### src/sqlm_pkg.sv
// ----------------------------------------------------------------------------
// sqlm_pkg
// Shared types and constants of the LIKE pattern matcher.
// ----------------------------------------------------------------------------
package sqlm_pkg;

	typedef enum logic [1:0] {
		ACT_CLEAR  = 2'd0,
		ACT_APPEND = 2'd1,
		ACT_TEXT   = 2'd2,
		ACT_EMPTY  = 2'd3
	} action_t;

	typedef enum logic [1:0] {
		KIND_LIT = 2'd0,
		KIND_ONE = 2'd1,
		KIND_RUN = 2'd2
	} kind_t;

	typedef struct packed {
		action_t    action;
		logic [7:0] data_byte;
		logic       last;
	} item_t;

	localparam logic [7:0] BYTE_PCT   = 8'h25;
	localparam logic [7:0] BYTE_USC   = 8'h5F;
	localparam logic [7:0] ESC_RESET  = 8'h5C;

	function automatic kind_t kind_of(input logic [7:0] b);
		kind_t k;
		if (b == BYTE_PCT) begin
			k = KIND_RUN;
		end else if (b == BYTE_USC) begin
			k = KIND_ONE;
		end else begin
			k = KIND_LIT;
		end
		return k;
	endfunction

endpackage

### src/sqlm_pattern.sv
// ----------------------------------------------------------------------------
// sqlm_pattern
// Pattern store: resolves escapes on load, up to two positions per word,
// and tracks count and overflow.
// ----------------------------------------------------------------------------
module sqlm_pattern import sqlm_pkg::*; #(
	parameter int MAX_PATTERN = 32,
	localparam int CW = $clog2(MAX_PATTERN + 1)
) (
	input  logic                        clk,
	input  logic                        arst_n,
	input  logic                        fire,
	input  item_t                       item,
	input  logic [7:0]                  escape_byte,
	input  logic                        text_busy,
	output logic [MAX_PATTERN-1:0][7:0] bytes_d,
	output kind_t [MAX_PATTERN-1:0]     kinds_d,
	output logic [CW-1:0]               count_d,
	output logic                        overflow_d
);

	logic [MAX_PATTERN-1:0][7:0] bytes_q;
	kind_t [MAX_PATTERN-1:0]     kinds_q;
	logic [CW-1:0]               count_q;
	logic                        pending_q, pending_d;
	logic                        overflow_q;

	logic [7:0] st0_byte, st1_byte;
	kind_t      st0_kind, st1_kind;
	logic [1:0] n_st;
	logic [CW:0] sum;
	logic [CW:0] slot0, slot1;

	wire esc_hit = (item.data_byte == escape_byte);
	wire special = esc_hit || (item.data_byte == BYTE_USC) || (item.data_byte == BYTE_PCT);

	always_comb begin
		st0_byte  = item.data_byte;
		st0_kind  = kind_of(item.data_byte);
		st1_byte  = item.data_byte;
		st1_kind  = kind_of(item.data_byte);
		n_st      = 2'd0;
		pending_d = pending_q;
		case (item.action)
			ACT_CLEAR: begin
				pending_d = 1'b0;
			end
			ACT_APPEND: begin
				pending_d = 1'b0;
				if (pending_q) begin
					if (special) begin
						st0_kind = KIND_LIT;
						n_st     = 2'd1;
					end else begin
						st0_byte = escape_byte;
						st0_kind = kind_of(escape_byte);
						n_st     = 2'd2;
					end
				end else if (esc_hit) begin
					if (item.last) begin
						n_st = 2'd1;
					end else begin
						pending_d = 1'b1;
					end
				end else begin
					n_st = 2'd1;
				end
			end
			ACT_TEXT, ACT_EMPTY: begin
				// a pending escape is flushed as a plain byte when text starts
				if (pending_q && !(item.action == ACT_TEXT && text_busy)) begin
					st0_byte  = escape_byte;
					st0_kind  = kind_of(escape_byte);
					n_st      = 2'd1;
					pending_d = 1'b0;
				end
			end
			default: begin
				pending_d = pending_q;
			end
		endcase
	end

	assign sum   = {1'b0, count_q} + (CW + 1)'(n_st);
	assign slot0 = {1'b0, count_q};
	assign slot1 = {1'b0, count_q} + (CW + 1)'(1);

	always_comb begin
		if (item.action == ACT_CLEAR) begin
			count_d    = '0;
			overflow_d = 1'b0;
		end else if (sum > (CW + 1)'(MAX_PATTERN)) begin
			count_d    = CW'(MAX_PATTERN);
			overflow_d = 1'b1;
		end else begin
			count_d    = sum[CW-1:0];
			overflow_d = overflow_q;
		end
	end

	always_comb begin
		for (int i = 0; i < MAX_PATTERN; i++) begin
			bytes_d[i] = bytes_q[i];
			kinds_d[i] = kinds_q[i];
			if (n_st != 2'd0 && (CW + 1)'(i) == slot0) begin
				bytes_d[i] = st0_byte;
				kinds_d[i] = st0_kind;
			end
			if (n_st == 2'd2 && (CW + 1)'(i) == slot1) begin
				bytes_d[i] = st1_byte;
				kinds_d[i] = st1_kind;
			end
		end
	end

	always_ff @(posedge clk) begin
		if (fire) begin
			bytes_q <= bytes_d;
			kinds_q <= kinds_d;
		end
	end

	always_ff @(posedge clk or negedge arst_n) begin
		if (!arst_n) begin
			count_q    <= '0;
			pending_q  <= 1'b0;
			overflow_q <= 1'b0;
		end else if (fire) begin
			count_q    <= count_d;
			pending_q  <= pending_d;
			overflow_q <= overflow_d;
		end
	end

endmodule

### src/sqlm_nfa.sv
// ----------------------------------------------------------------------------
// sqlm_nfa
// Active-position set: advances every position per text word and applies
// the percent closure as a log-depth prefix.
// ----------------------------------------------------------------------------
module sqlm_nfa import sqlm_pkg::*; #(
	parameter int MAX_PATTERN = 32,
	localparam int CW = $clog2(MAX_PATTERN + 1),
	localparam int N1 = MAX_PATTERN + 1
) (
	input  logic                        clk,
	input  logic                        arst_n,
	input  logic                        fire,
	input  item_t                       item,
	input  logic [MAX_PATTERN-1:0][7:0] bytes_d,
	input  kind_t [MAX_PATTERN-1:0]     kinds_d,
	input  logic [CW-1:0]               count_d,
	input  logic                        overflow_d,
	output logic                        matched,
	output logic                        text_busy
);

	logic [N1-1:0]          active_q;
	logic                   text_q;
	logic [MAX_PATTERN-1:0] run, step;
	logic [N1-1:0]          prop, start, base, nx, adv, res_vec;

	// position j inherits from j-1 when j-1 is a percent
	function automatic logic [N1-1:0] closure(input logic [N1-1:0] g_in,
	                                          input logic [N1-1:0] p_in);
		logic [N1-1:0] g, p, g_nx, p_nx;
		g = g_in;
		p = p_in;
		for (int d = 1; d < N1; d = d * 2) begin
			for (int j = 0; j < N1; j++) begin
				if (j >= d) begin
					g_nx[j] = g[j] | (p[j] & g[j-d]);
					p_nx[j] = p[j] & p[j-d];
				end else begin
					g_nx[j] = g[j];
					p_nx[j] = 1'b0;
				end
			end
			g = g_nx;
			p = p_nx;
		end
		return g;
	endfunction

	always_comb begin
		for (int i = 0; i < MAX_PATTERN; i++) begin
			logic in_pat;
			in_pat  = CW'(i) < count_d;
			run[i]  = in_pat && (kinds_d[i] == KIND_RUN);
			step[i] = in_pat && (kinds_d[i] != KIND_RUN)
			          && ((kinds_d[i] == KIND_ONE) || (bytes_d[i] == item.data_byte));
		end
	end

	assign prop    = {run, 1'b0};
	assign start   = closure(N1'(1), prop);
	assign base    = text_q ? active_q : start;
	assign nx      = {1'b0, base[MAX_PATTERN-1:0] & run}
	               | {base[MAX_PATTERN-1:0] & step, 1'b0};
	assign adv     = closure(nx, prop);
	assign res_vec = (item.action == ACT_TEXT) ? adv : start;
	assign matched = res_vec[count_d] && !overflow_d;
	assign text_busy = text_q;

	always_ff @(posedge clk or negedge arst_n) begin
		if (!arst_n) begin
			active_q <= N1'(1);
			text_q   <= 1'b0;
		end else if (fire) begin
			case (item.action)
				ACT_TEXT: begin
					active_q <= adv;
					text_q   <= !item.last;
				end
				default: begin
					text_q <= 1'b0;
				end
			endcase
		end
	end

endmodule

### src/sql_like_wildcard_matcher.sv
// ----------------------------------------------------------------------------
// sql_like_wildcard_matcher
// Streaming SQL LIKE matcher with configurable escape byte.
// ----------------------------------------------------------------------------
// Input stream s_*: s_tuser carries the action (clear, append pattern byte,
// text byte, empty text), s_tdata the byte, s_tlast the final pattern or
// text byte. A clear word resets the pattern; pattern bytes follow, then any
// number of texts. Each final text byte or empty-text word yields one result
// word on m_*: m_tdata[0] matched, m_tdata[1] pattern overflow.
// Other words give no result.
// Timing: a word is registered on acceptance and processed from that
// register, its result registered in the result register that drives
// m_tvalid. One word per cycle is sustained while results are taken; the
// path is the pattern store update followed by two closure prefixes over
// MAX_PATTERN+1 positions.
// Reset: empty pattern, no escape pending, escape byte 0x5C.
// When the receiver stalls, the result is held and the input stage keeps
// taking words until a second result would be needed.
// The APB port writes and reads the escape byte at address 0.
// ----------------------------------------------------------------------------
module sql_like_wildcard_matcher import sqlm_pkg::*; #(
	parameter int MAX_PATTERN = 32
) (
	input  logic        clk,
	input  logic        arst_n,
	input  logic        s_tvalid,
	output logic        s_tready,
	input  logic [7:0]  s_tdata,   // [7:0] data_byte
	input  logic [1:0]  s_tuser,   // [1:0] action
	input  logic        s_tlast,
	output logic        m_tvalid,
	input  logic        m_tready,
	output logic [7:0]  m_tdata,   // [0] matched, [1] pattern_overflow, [7:2] zero
	input  logic        psel,
	input  logic        penable,
	input  logic        pwrite,
	input  logic [2:0]  paddr,
	input  logic [31:0] pwdata,
	output logic [31:0] prdata,
	output logic        pready
);

	localparam int CW = $clog2(MAX_PATTERN + 1);
	localparam logic REG_ESCAPE = 1'b0;

	logic [7:0] escape_q;
	item_t      item_s1;
	logic       valid_s1;
	logic       out_valid_q;
	logic [1:0] out_data_q;
	logic       needs_result, s1_go;

	logic [MAX_PATTERN-1:0][7:0] bytes_d;
	kind_t [MAX_PATTERN-1:0]     kinds_d;
	logic [CW-1:0]               count_d;
	logic                        overflow_d;
	logic                        matched, text_busy;

	assign pready = 1'b1;
	assign prdata = (paddr[2] == REG_ESCAPE) ? {24'd0, escape_q} : 32'd0;

	always_ff @(posedge clk or negedge arst_n) begin
		if (!arst_n) begin
			escape_q <= ESC_RESET;
		end else if (psel && penable && pwrite && pready && paddr[2] == REG_ESCAPE) begin
			escape_q <= pwdata[7:0];
		end
	end

	assign needs_result = ((item_s1.action == ACT_TEXT) && item_s1.last)
	                    || (item_s1.action == ACT_EMPTY);
	assign s1_go    = valid_s1 && (!needs_result || !out_valid_q || m_tready);
	assign s_tready = !valid_s1 || s1_go;

	always_ff @(posedge clk) begin
		if (s_tvalid && s_tready) begin
			item_s1 <= '{action: action_t'(s_tuser), data_byte: s_tdata, last: s_tlast};
		end
		if (s1_go && needs_result) begin
			out_data_q <= {overflow_d, matched};
		end
	end

	always_ff @(posedge clk or negedge arst_n) begin
		if (!arst_n) begin
			valid_s1    <= 1'b0;
			out_valid_q <= 1'b0;
		end else begin
			if (s_tvalid && s_tready) begin
				valid_s1 <= 1'b1;
			end else if (s1_go) begin
				valid_s1 <= 1'b0;
			end
			if (s1_go && needs_result) begin
				out_valid_q <= 1'b1;
			end else if (m_tready) begin
				out_valid_q <= 1'b0;
			end
		end
	end

	assign m_tvalid = out_valid_q;
	assign m_tdata  = {6'd0, out_data_q};

	sqlm_pattern #(.MAX_PATTERN(MAX_PATTERN)) u_pattern (
		.clk         (clk),
		.arst_n      (arst_n),
		.fire        (s1_go),
		.item        (item_s1),
		.escape_byte (escape_q),
		.text_busy   (text_busy),
		.bytes_d     (bytes_d),
		.kinds_d     (kinds_d),
		.count_d     (count_d),
		.overflow_d  (overflow_d)
	);

	sqlm_nfa #(.MAX_PATTERN(MAX_PATTERN)) u_nfa (
		.clk        (clk),
		.arst_n     (arst_n),
		.fire       (s1_go),
		.item       (item_s1),
		.bytes_d    (bytes_d),
		.kinds_d    (kinds_d),
		.count_d    (count_d),
		.overflow_d (overflow_d),
		.matched    (matched),
		.text_busy  (text_busy)
	);

	a_ovf_no_match: assert property (@(posedge clk) disable iff (!arst_n)
		m_tvalid && m_tdata[1] |-> !m_tdata[0])
		else $error("match reported with overflowed pattern");

	a_stall_cause: assert property (@(posedge clk) disable iff (!arst_n)
		!s_tready |-> valid_s1 && out_valid_q && !m_tready)
		else $error("input stalled without a blocked result");

	a_result_loaded: assert property (@(posedge clk) disable iff (!arst_n)
		s1_go && needs_result |=> out_valid_q)
		else $error("result word lost");

	a_count_bound: assert property (@(posedge clk) disable iff (!arst_n)
		count_d <= CW'(MAX_PATTERN))
		else $error("pattern count beyond capacity");

endmodule

### config.mk
export PLATFORM = sky130hd
export DESIGN_NAME = sql_like_wildcard_matcher
export DESIGN_NICKNAME = d
export VERILOG_FILES = /design/src/sqlm_pkg.sv /design/src/sqlm_pattern.sv /design/src/sqlm_nfa.sv /design/src/sql_like_wildcard_matcher.sv
export SDC_FILE = /design/constraint.sdc
export NUM_CORES = 1
export LEC_CHECK = 0
export BUFFER_PORTS_ARGS = -buffer_cell sky130_fd_sc_hd__buf_2
export CAP_MARGIN = 20
export CELL_PAD_IN_SITES_DETAIL_PLACEMENT = 1
export CELL_PAD_IN_SITES_GLOBAL_PLACEMENT = 1
export CORE_ASPECT_RATIO = 1.75
export CORE_MARGIN = 1
export CORE_UTILIZATION = 44
export CTS_CLUSTER_DIAMETER = 40
export DETAILED_ROUTE_END_ITERATION = 10
export GPL_TIMING_DRIVEN = 0
export PLACE_DENSITY_LB_ADDON = 0.12
export SYNTH_ARGS = -nofsm -noshare
export SYNTH_HDL_FRONTEND = slang
export SYNTH_HIERARCHICAL = 1
export SYNTH_SLANG_ARGS = --single-unit
### constraint.sdc
create_clock -name clk -period 10.5 [get_ports clk]
set_input_delay 2.1 -clock clk [delete_from_list [all_inputs] [get_ports clk]]
set_output_delay 2.1 -clock clk [all_outputs]
set_load 0.005 [all_outputs]
## Word level (Yosys, flattened, before mapping)

Index checks and enable logic that the tools add are counted.

| storage, ports and cells | value |
|---|---|
| register bits after elaboration | 384 |
| bits of input ports | 53 |
| output and inout port bits | 43 |

| operators by class | value |
|---|---|
| add/subtract/negate cells | 2 |
| $lt $le $gt $ge | 34 |
| equality and inequality tests | 200 |
| multiplexer cells | 165 |
| bitwise operators | 403 |
| reductions and logical operators | 223 |

Operator list:

| cell | number |
|---|---|
| $mux W8 | 68 |
| $and A1 B1 Y1 | 264 |
| $eq A8 B8 Y1 | 33 |
| $logic_and A1 B1 Y1 | 170 |
| $mux W2 | 71 |
| $or A1 B1 Y1 | 135 |
| $eq A5 B7 Y1 const A | 16 |
| $eq A5 B6 Y1 const A | 16 |
| $lt A5 B6 Y1 const A | 16 |
| $eq A2 B2 Y1 const B | 35 |
| $eq A2 B1 Y1 const B | 33 |
| $and A32 B32 Y32 | 2 |
| $ne A2 B2 Y1 const B | 32 |
| $eq A4 B7 Y1 const A | 8 |
| $eq A4 B6 Y1 const A | 8 |
| $lt A4 B6 Y1 const A | 8 |
| $logic_or A1 B1 Y1 | 38 |
| $mux W33 | 1 |
| $or A32 B33 Y33 | 1 |
| $mux W32 | 1 |
| $eq A3 B7 Y1 const A | 4 |
| $eq A3 B6 Y1 const A | 4 |
| $lt A3 B6 Y1 const A | 4 |
| $mux W1 | 17 |
| other kinds (25) | 42 |

## Longest topological paths before layout

Gate-level depths: netlist of the first run.

| logic depth | value |
|---|---|
| word-level depth | 35 |
| mapped depth | 34 |

## Hierarchy

The synthesis of the first run kept the hierarchy.

By module, submodules not included:

| module | instances | cells each | area each (um^2) |
|---|---|---|---|
| sqlm_pattern | 1 | 1619 | 17362.9 |
| sqlm_nfa | 1 | 1204 | 8572.0 |
| sql_like_wildcard_matcher | 1 | 83 | 1131.1 |

## Least setup slack after synthesis of the first run

Ideal clock, no wire load.

| timing path | value |
|---|---|
| kind | input-to-reg |
| from | input m_tready |
| to | register u_nfa.active_q[11] |
| data arrival time | 12291 ps |
| setup slack | -1916 ps |
| cell stages on the path | 5 |
| path through | nand2b_1 -> o31a_1 -> nand2_1 -> buf_1 -> mux2_2 |

| on the way | value |
|---|---|
| cells in the longest elaborated chain, start to end | 3 |

Ends and longest elaborated chain:

| item | line | RTL |
|---|---|---|
| from (decl) | sql_like_wildcard_matcher.sv:32 | `input logic m_tready,` |
| $logic_or A1 B1 Y1 | sql_like_wildcard_matcher.sv:72 | `assign s1_go = valid_s1 && (!needs_result \|\| !out_valid_q \|\| m_tready);` |
| $logic_and A1 B1 Y1 | sql_like_wildcard_matcher.sv:72 |  |
| net s1_go | sql_like_wildcard_matcher.sv:51 | `logic needs_result, s1_go;` |
| $reduce_and A2 Y1 (no source line) | -- |  |
| to (signal assigned) | sqlm_nfa.sv:77 | `active_q <= adv;` |
| to (decl) | sqlm_nfa.sv:23 | `logic [N1-1:0] active_q;` |

The timed path passes the listed nets, and every way through them passes these cells.
A chain may end at the register's enable or synchronous reset.

## Final worst setup path of the first run

| timing path | value |
|---|---|
| from | register item_s1[2] (netlist bit) |
| to | register out_data_q[0] (data pin) |

| on the way | value |
|---|---|
| cells in the longest elaborated chain, start to end | 34 |
| elaborated cells on any way between the ends | 915 |

Ends and longest elaborated chain:

| item | line | RTL |
|---|---|---|
| from (decl) | sql_like_wildcard_matcher.sv:47 | `item_t item_s1;` |
| from (signal assigned) | sql_like_wildcard_matcher.sv:77 | `item_s1 <= '{action: action_t'(s_tuser), data_byte: s_tdata, last: s_tlast};` |
| $eq A8 B8 Y1 or $eq A8 B7 Y1 (tied branches) | sqlm_pattern.sv:34, sqlm_pattern.sv:35 |  |
| $logic_or A1 B1 Y1 (2 in series) | sqlm_pattern.sv:35 | `wire special = esc_hit \|\| (item.data_byte == BYTE_USC) \|\| (item.data_byte == BYTE_PCT);` |
| $mux W2 | sqlm_pattern.sv:51 | `if (special) begin` |
| $mux W2 * | sqlm_pattern.sv:50 | `if (pending_q) begin` |
| $pmux W2 S2 * | sqlm_pattern.sv:44 | `case (item.action)` |
| $add A6 B2 Y7 * | sqlm_pattern.sv:84 | `assign sum = {1'b0, count_q} + (CW + 1)'(n_st);` |
| $gt A7 B6 Y1 | sqlm_pattern.sv:92 | `end else if (sum > (CW + 1)'(MAX_PATTERN)) begin` |
| $mux W6 * | sqlm_pattern.sv:92 |  |
| (+1 left out) | -- |  |
| net count_d[4] | sql_like_wildcard_matcher.sv:55 | `logic [CW-1:0] count_d;` |
| (+15 left out) | -- |  |
| $or A1 B1 Y1 | sqlm_nfa.sv:37 | `g_nx[j] = g[j] \| (p[j] & g[j-d]);` |
| $and A1 B1 Y1 | sqlm_nfa.sv:37 |  |
| $or A1 B1 Y1 (3 in series) | sqlm_nfa.sv:37 |  |
| $mux W33 | sqlm_nfa.sv:66 | `assign res_vec = (item.action == ACT_TEXT) ? adv : start;` |
| $bmux W1 S6 * | sqlm_nfa.sv:67 | `assign matched = res_vec[count_d] && !overflow_d;` |
| $mux W1 (not written as such) * | sqlm_nfa.sv:67 |  |
| $logic_and A1 B1 Y1 * | sqlm_nfa.sv:67 |  |
| net matched | sql_like_wildcard_matcher.sv:57 | `logic matched, text_busy;` |
| to (signal assigned) | sql_like_wildcard_matcher.sv:80 | `out_data_q <= {overflow_d, matched};` |
| to (decl) | sql_like_wildcard_matcher.sv:50 | `logic [1:0] out_data_q;` |

Mark *: on every way through the listed nets, which the timed path passes. The rest lies on a longest branch. The select of a mux whose other input is x is not followed.

==> out/qor.txt, run 1 <==
Cts hold-fix bufs: 0
Synth Instances: 2906
Root Buffer: clkbuf_16
Min-Delay Path Class: flip-flop to flip-flop
Yosys cell types: 100
Primary FF master, synth: edfxtp_1
Slowest CP cell: edfxtp_1
TritonCTS Buffers: 49
MaxCap Viol Count: 0
Most frequent cell after synthesis: edfxtp_1
Clock Skew: 0.02609 ns
P&R area growth vs syn: 12.07%
Synth warn: 6
Final worst-path cycle share: 0.9499
Clk Latency, worst-skew pair: 0.64 ns
Slowest Stage Delay on Critical Path: 0.60 ns
ANT nets after route: 0
RSZ-0062 raised after global routing: false
Gr ovfl total: 0
Final hold viol count: 0
Yosys top cell area share: 0.3695
Power per cell area: 162.7 nW/um2
DPL Wire Length: 99870 um
Worst-margin pin slew: 1.379 ns
CTS HTree Levels: 2
Max-slew violation count: 0
Vias in the first global route: 27326
Vias per cell: 6.860
# IOs: 96
TNS Setup: 0 ns
Setup Crit Path Kind: flip-flop to flip-flop
DRT Pass-1 Iters: 5
First-pass GRT wire length: 189300 um
Die H: 330.1 um
CTS tree: built
Final setup fails: 0
Clock buffer depth: 3
Min Hold Slack: 0.4833 ns
Initial antenna violation count: 3
CTS sink count: 384
WP data arrival: 10.35 ns
Worst VDD drop: 0.1405 mV
Num rows: 119
Total Wirelength: 133200 um
Clk pin slew, worst setup/hold paths: 0.06 ns
Min cycle time layout: 9.974 ns
Crit-path leading delay family: compound AO/OA/AOI/OAI gates
Placed cell count: 3782
Outcome: finished clean
Top cells by count, synth: edfxtp_1, nand2_1, inv_1
Fmax: 100.3 MHz
Seq/Total Area, Yosys: 0.4168
Synth area leaders: edfxtp_1, o221ai_1, xnor2_1, dfrtp_1, nand2_1
Vias: 26602
Die width: 189.5 um
Synth area leader: edfxtp_1
Avg Inst Size Synth: 9.314 um2
Number of port buffers: 38
Routed WL per cell: 34.35 um
Drt initial violations: 2676
Largest net degree at the start of global routing: 72
CP bufs+invs: 7
Slew headroom: 0.08100
Worst setup margin: 0.5260 ns
DRC Markers: 0
Global Route Usage Sum: 0.4236
Initial core utilization: 0.4477
Placer congestion estimate: 1.053
Post-Layout Cell Count: 3878
FFs w/ async S/R, synth: 0.1328
Fin nets: 3107
Die ar.: 62550 um2
CP Launch Type: flip-flop
DP Worst Slack: -0.2141 ns
Core footprint: 60450 um2
EDFF count, synth: 333
Worst EP required: 10.87 ns
Post-synthesis register bit count: 384
Cell area after synthesis: 27070 um2
Pleak: 0.01096 uW
Worst Setup End Kind: flip-flop
Worst-path fanout max: 10
Share of cells above drive strength 1: 0.1136
==> what timing repair did <==
| action | CTS | global route |
|---|---|---|
| resized for setup | 2 | 16 |
| setup endpoints to repair | 1 | 1 |
| pin swaps | 0 | 1 |
| buffers inserted | 0 | 2 |
==> per-layer routing <==
layer / wire (um) / vias to the layer above / track usage
met4: 15180 / 6 / 0.4081
met2: 63900 / 1495 / 0.7193
li1: - / 11244 / -
met5: 34 / - / 0
met1: 44300 / 13226 / 0.4357
met3: 9779 / 631 / 0.07788
==> state kept, by name (all words and copies together) (netlist names) <==
| name | cells |
|---|---|
| u_nfa/text_busy | 1 |
| u_nfa/active_q | 32 |
| u_pattern/kinds_q | 64 |
| u_pattern/bytes_q | 256 |
| u_pattern/count_q | 6 |
| u_pattern/pending_q | 1 |
| escape_q | 8 |
| valid_s1 | 1 |
| m_tvalid | 1 |
| out_data_q | 2 |
| u_pattern/overflow_q | 1 |
| item_s1 | 11 |
==> cells by family after synthesis <==
family	after synthesis	synth area share
AO/OA/AOI/OAI	798	0.2185
XOR/XNOR	269	0.08705
adder cells (fa/ha/maj)	8	0.003513
buffers and inverters	453	0.07151
flip-flops	384	0.4168
multiplexers	38	0.01692
other	2	0.0002775
AND/OR/NAND/NOR	954	0.1854
==> final timing paths <==
path | start | to | cells after the start | slack (ns)
max reg2reg | item_s1[2] | out_data_q[0] | 31 | 0.53
min reg2reg | u_nfa/active_q[20] | u_nfa/active_q[20] | 2 | 0.48
max in group asynchronous | arst_n | u_nfa/active_q[0] | 2 | 8.42
min in group asynchronous | arst_n | escape_q[1] | 1 | 1.43
min | u_nfa/active_q[20] | u_nfa/active_q[20] | 2 | 0.48
max | item_s1[2] | out_data_q[0] | 31 | 0.53
==> worst reg2reg max path: cells and delay by family, from the launching register on <==
family,cells,cell delay [ns]
fa+ha+maj,2,0.81
compound gates,15,4.72
flops,1,0.60
simple gates,6,1.19
buf+inv,7,1.95
mux,1,0.47
==> cell type report <==
class,instances,area [um2]
fill,6974,30120
multi-input combinational,2098,14020
sequential,384,11280
clock buffer,56,1304
buffer,238,1132
tap,786,983.4
inverter,213,799.5
timing repair buffer,67,513.0
clock inverter,33,292.8
antenna,3,7.507
==> where the power goes <==
part           switching (uW)  total [uW]  internal [uW]
Combinational             887        1280            389
Clock                     748        1720            971
Sequential               79.9        1940           1860
==> per-stage QoR <==
stage               power [uW]  instance area, um2  utilization
floorplan                 2719               27180            -
global placement          3146               28350       0.4690
detailed placement        3184               28650       0.4739
CTS                       4900               30240       0.5003
global route              5058               30320       0.5016
finish                    4935               30330       0.5018
==> layout by cell type (no fill, tap or decap), types with 101 or more instances in the layout <==
cell type / count
o21ai_0: 122
o221ai_1: 174
nand2_1: 285
nor2_1: 131
a21oi_1: 107
buf_2: 107
xnor2_1: 168
clkbuf_1: 126
edfxtp_1: 333
inv_1: 213
xor2_1: 101
Power figures use the tool's default switching activity.
==> inputs of run 2 (changes only) <==
--- a/config.mk
+++ b/config.mk
@@ -11,7 +11,7 @@
 export CELL_PAD_IN_SITES_GLOBAL_PLACEMENT = 1
 export CORE_ASPECT_RATIO = 1.75
 export CORE_MARGIN = 1
-export CORE_UTILIZATION = 44
+export CORE_UTILIZATION = 30
 export CTS_CLUSTER_DIAMETER = 40
 export DETAILED_ROUTE_END_ITERATION = 10
 export GPL_TIMING_DRIVEN = 0
==> out/qor.txt, run 2 (synthesis gave the netlist of run 1 again) <==
Initial core utilization: 0.3032 (was 0.4477)
Worst-path fanout max: 10 (unchanged)
Setup Crit Path Kind: flip-flop to flip-flop (unchanged)
Placer congestion estimate: 1.005 (was 1.053)
Min cycle time layout: 10.31 ns (was 9.974 ns)
Clk pin slew, worst setup/hold paths: 0.06 ns (about the same)
Slowest CP cell: edfxtp_1 (unchanged)
Number of port buffers: 38 (unchanged)
DPL Wire Length: 111900 um (was 99870 um)
Most common cell after layout, fill and taps aside: edfxtp_1 (unchanged)
Gr ovfl total: 0 (unchanged)
Clock buffer depth: 3 (unchanged)
Top Registers: u_pattern/bytes_q (256), u_pattern/kinds_q (64), u_nfa/active_q (32) (unchanged)
Final Cell Area: 31450 um2 (was 30330 um2)
DRT Pass-1 Iters: 5 (unchanged)
# IOs: 96 (unchanged)
Final hold viol count: 0 (unchanged)
Fin nets: 3126 (was 3107)
Global Route Usage Sum: 0.3134 (was 0.4236)
R2r worst-path depth: 29 (was 31)
Power per cell area: 169.5 nW/um2 (was 162.7 nW/um2)
Clk Latency, worst-skew pair: 0.68 ns (was 0.64 ns)
Die width: 229.1 um (was 189.5 um)
DRC Markers: 0 (unchanged)
Min Hold Slack: 0.4824 ns (was 0.4833 ns)
CTS sink count: 384 (unchanged)
CTS tree: built (unchanged)
Critical Path End: out_data_q[0] (unchanged)
P&R area growth vs syn: 16.20% (was 12.07%)
Commonest cells after routing, fill and taps aside: edfxtp_1, nand2_1, inv_1 (unchanged)
Post-place instance area: 29360 um2 (was 28650 um2)
DP Worst Slack: -0.7755 ns (was -0.2141 ns)
Core footprint: 89260 um2 (was 60450 um2)
Routed WL per cell: 33.75 um (was 34.35 um)
CTS HTree Levels: 2 (unchanged)
Fmax: 96.98 MHz (was 100.3 MHz)
Worst-margin pin slew: 1.296 ns (was 1.379 ns)
Setup bufs post-CTS: 0 (unchanged)
Most frequent CP cell: buf_2
RSZ-0062 raised after global routing: false (unchanged)
Final setup fails: 0 (unchanged)
Drt initial violations: 1826 (was 2676)
Share of cells above drive strength 1: 0.1232 (was 0.1136)
Worst EP required: 11.00 ns (was 10.87 ns)
WP data arrival: 10.81 ns (was 10.35 ns)
First-pass GRT wire length: 203000 um (was 189300 um)
Largest net degree at the start of global routing: 66 (was 72)
Reg2reg end: out_data_q[0] (unchanged)
Clock Skew: 0.03315 ns (was 0.02609 ns)
Total Wirelength: 145000 um (was 133200 um)
Die H: 399.3 um (was 330.1 um)
Root Buffer: clkbuf_16 (unchanged)
Most flops, register: u_pattern/bytes_q (unchanged)
Vias in the first global route: 27056 (was 27326)
Min-Delay Path Class: flip-flop to flip-flop (unchanged)
Setup slack, reg-to-reg: 0.19 ns (was 0.53 ns)
CP Launch Type: flip-flop (unchanged)
Slew headroom: 0.1357 (was 0.08100)
Vias per cell: 6.009 (was 6.860)
Vias: 25826 (was 26602)
Final worst-path cycle share: 0.9820 (was 0.9499)
Worst reg2reg startpoint: item_s1[2] (unchanged)
Num rows: 145 (was 119)
TritonCTS Buffers: 60 (was 49)
Worst Setup End Kind: flip-flop (unchanged)
Worst setup margin: 0.1886 ns (was 0.5260 ns)
Worst VDD drop: 0.1400 mV (was 0.1405 mV)
ANT nets after route: 0 (unchanged)
MaxCap Viol Count: 0 (unchanged)
Die ar.: 91470 um2 (was 62550 um2)
Largest register FFs: 256 (unchanged)
Initial antenna violation count: 2 (was 3)
Max-slew violation count: 0 (unchanged)
CP startpoint: item_s1[2] (unchanged)
Pleak: 0.01126 uW (was 0.01096 uW)
Outcome: finished clean (unchanged)
Slowest Stage Delay on Critical Path: 0.67 ns (was 0.60 ns)
[run 2: power by group]
group	total, uW	internal [uW]	switching [uW]
logic	1300	393	909
clock network	2090	1240	846
registers	1940	1860	80.6
total	5330	3490	1840
[run 2: cell type report]
class | instances | area, um2
buffer | 238 | 1135
clock buffer | 65 | 1541
fill | 10321 | 57810
multi-input combinational | 2098 | 14030
inverter | 213 | 803.3
tap | 1176 | 1471
antenna | 4 | 10.01
clock inverter | 45 | 490.5
timing repair buffer | 75 | 690.7
sequential | 384 | 11280
[run 2: worst max-delay path: cells and delay by family, from the launching register on]
family	cells	cell delay (ns)
DFF	1	0.67
muxes	1	0.46
and+or+nand+nor	8	3.11
AOI/OAI and AO/OA	11	3.30
buffers and inverters	7	1.93
adders and majority gates	2	0.62
[run 2: timing repair]
item,4_1_cts,5_1_grt
resized for setup,7,7
setup endpoints to repair,2,1
hold buffers,0,0
[run 2: how the worst min path moves through the flow]
stage,from,to,cells after the start
final,u_nfa/active_q[20],u_nfa/active_q[20],2
after global routing,u_nfa/active_q[18],u_nfa/active_q[18],2
after CTS,u_nfa/active_q[17],u_nfa/active_q[17],2
after detailed placement,u_nfa/active_q[17],u_nfa/active_q[17],2
after global placement,u_nfa/active_q[18],u_nfa/active_q[18],2
after floorplan,u_nfa/active_q[10],u_nfa/active_q[10],2
[run 2: layer usage]
layer,GRT usage,part of all wire
met1,0.3184,0.35
met2,0.5707,0.51
met3,0.03528,0.043
met4,0.2690,0.099
met5,0,0
[run 2: metrics by stage]
stage / power, uW / std cells / TNS [ns] / util
floorplan: 2719 / 2935 / 0 / -
detailed placement: 3241 / 4184 / -0.7755 / 0.3290
finish: 5330 / 4298 / 0 / 0.3523
global route: 5484 / 4294 / 0 / 0.3522
CTS: 5342 / 4292 / 0 / 0.3518
global placement: 3208 / 4149 / -75.44 / 0.3231
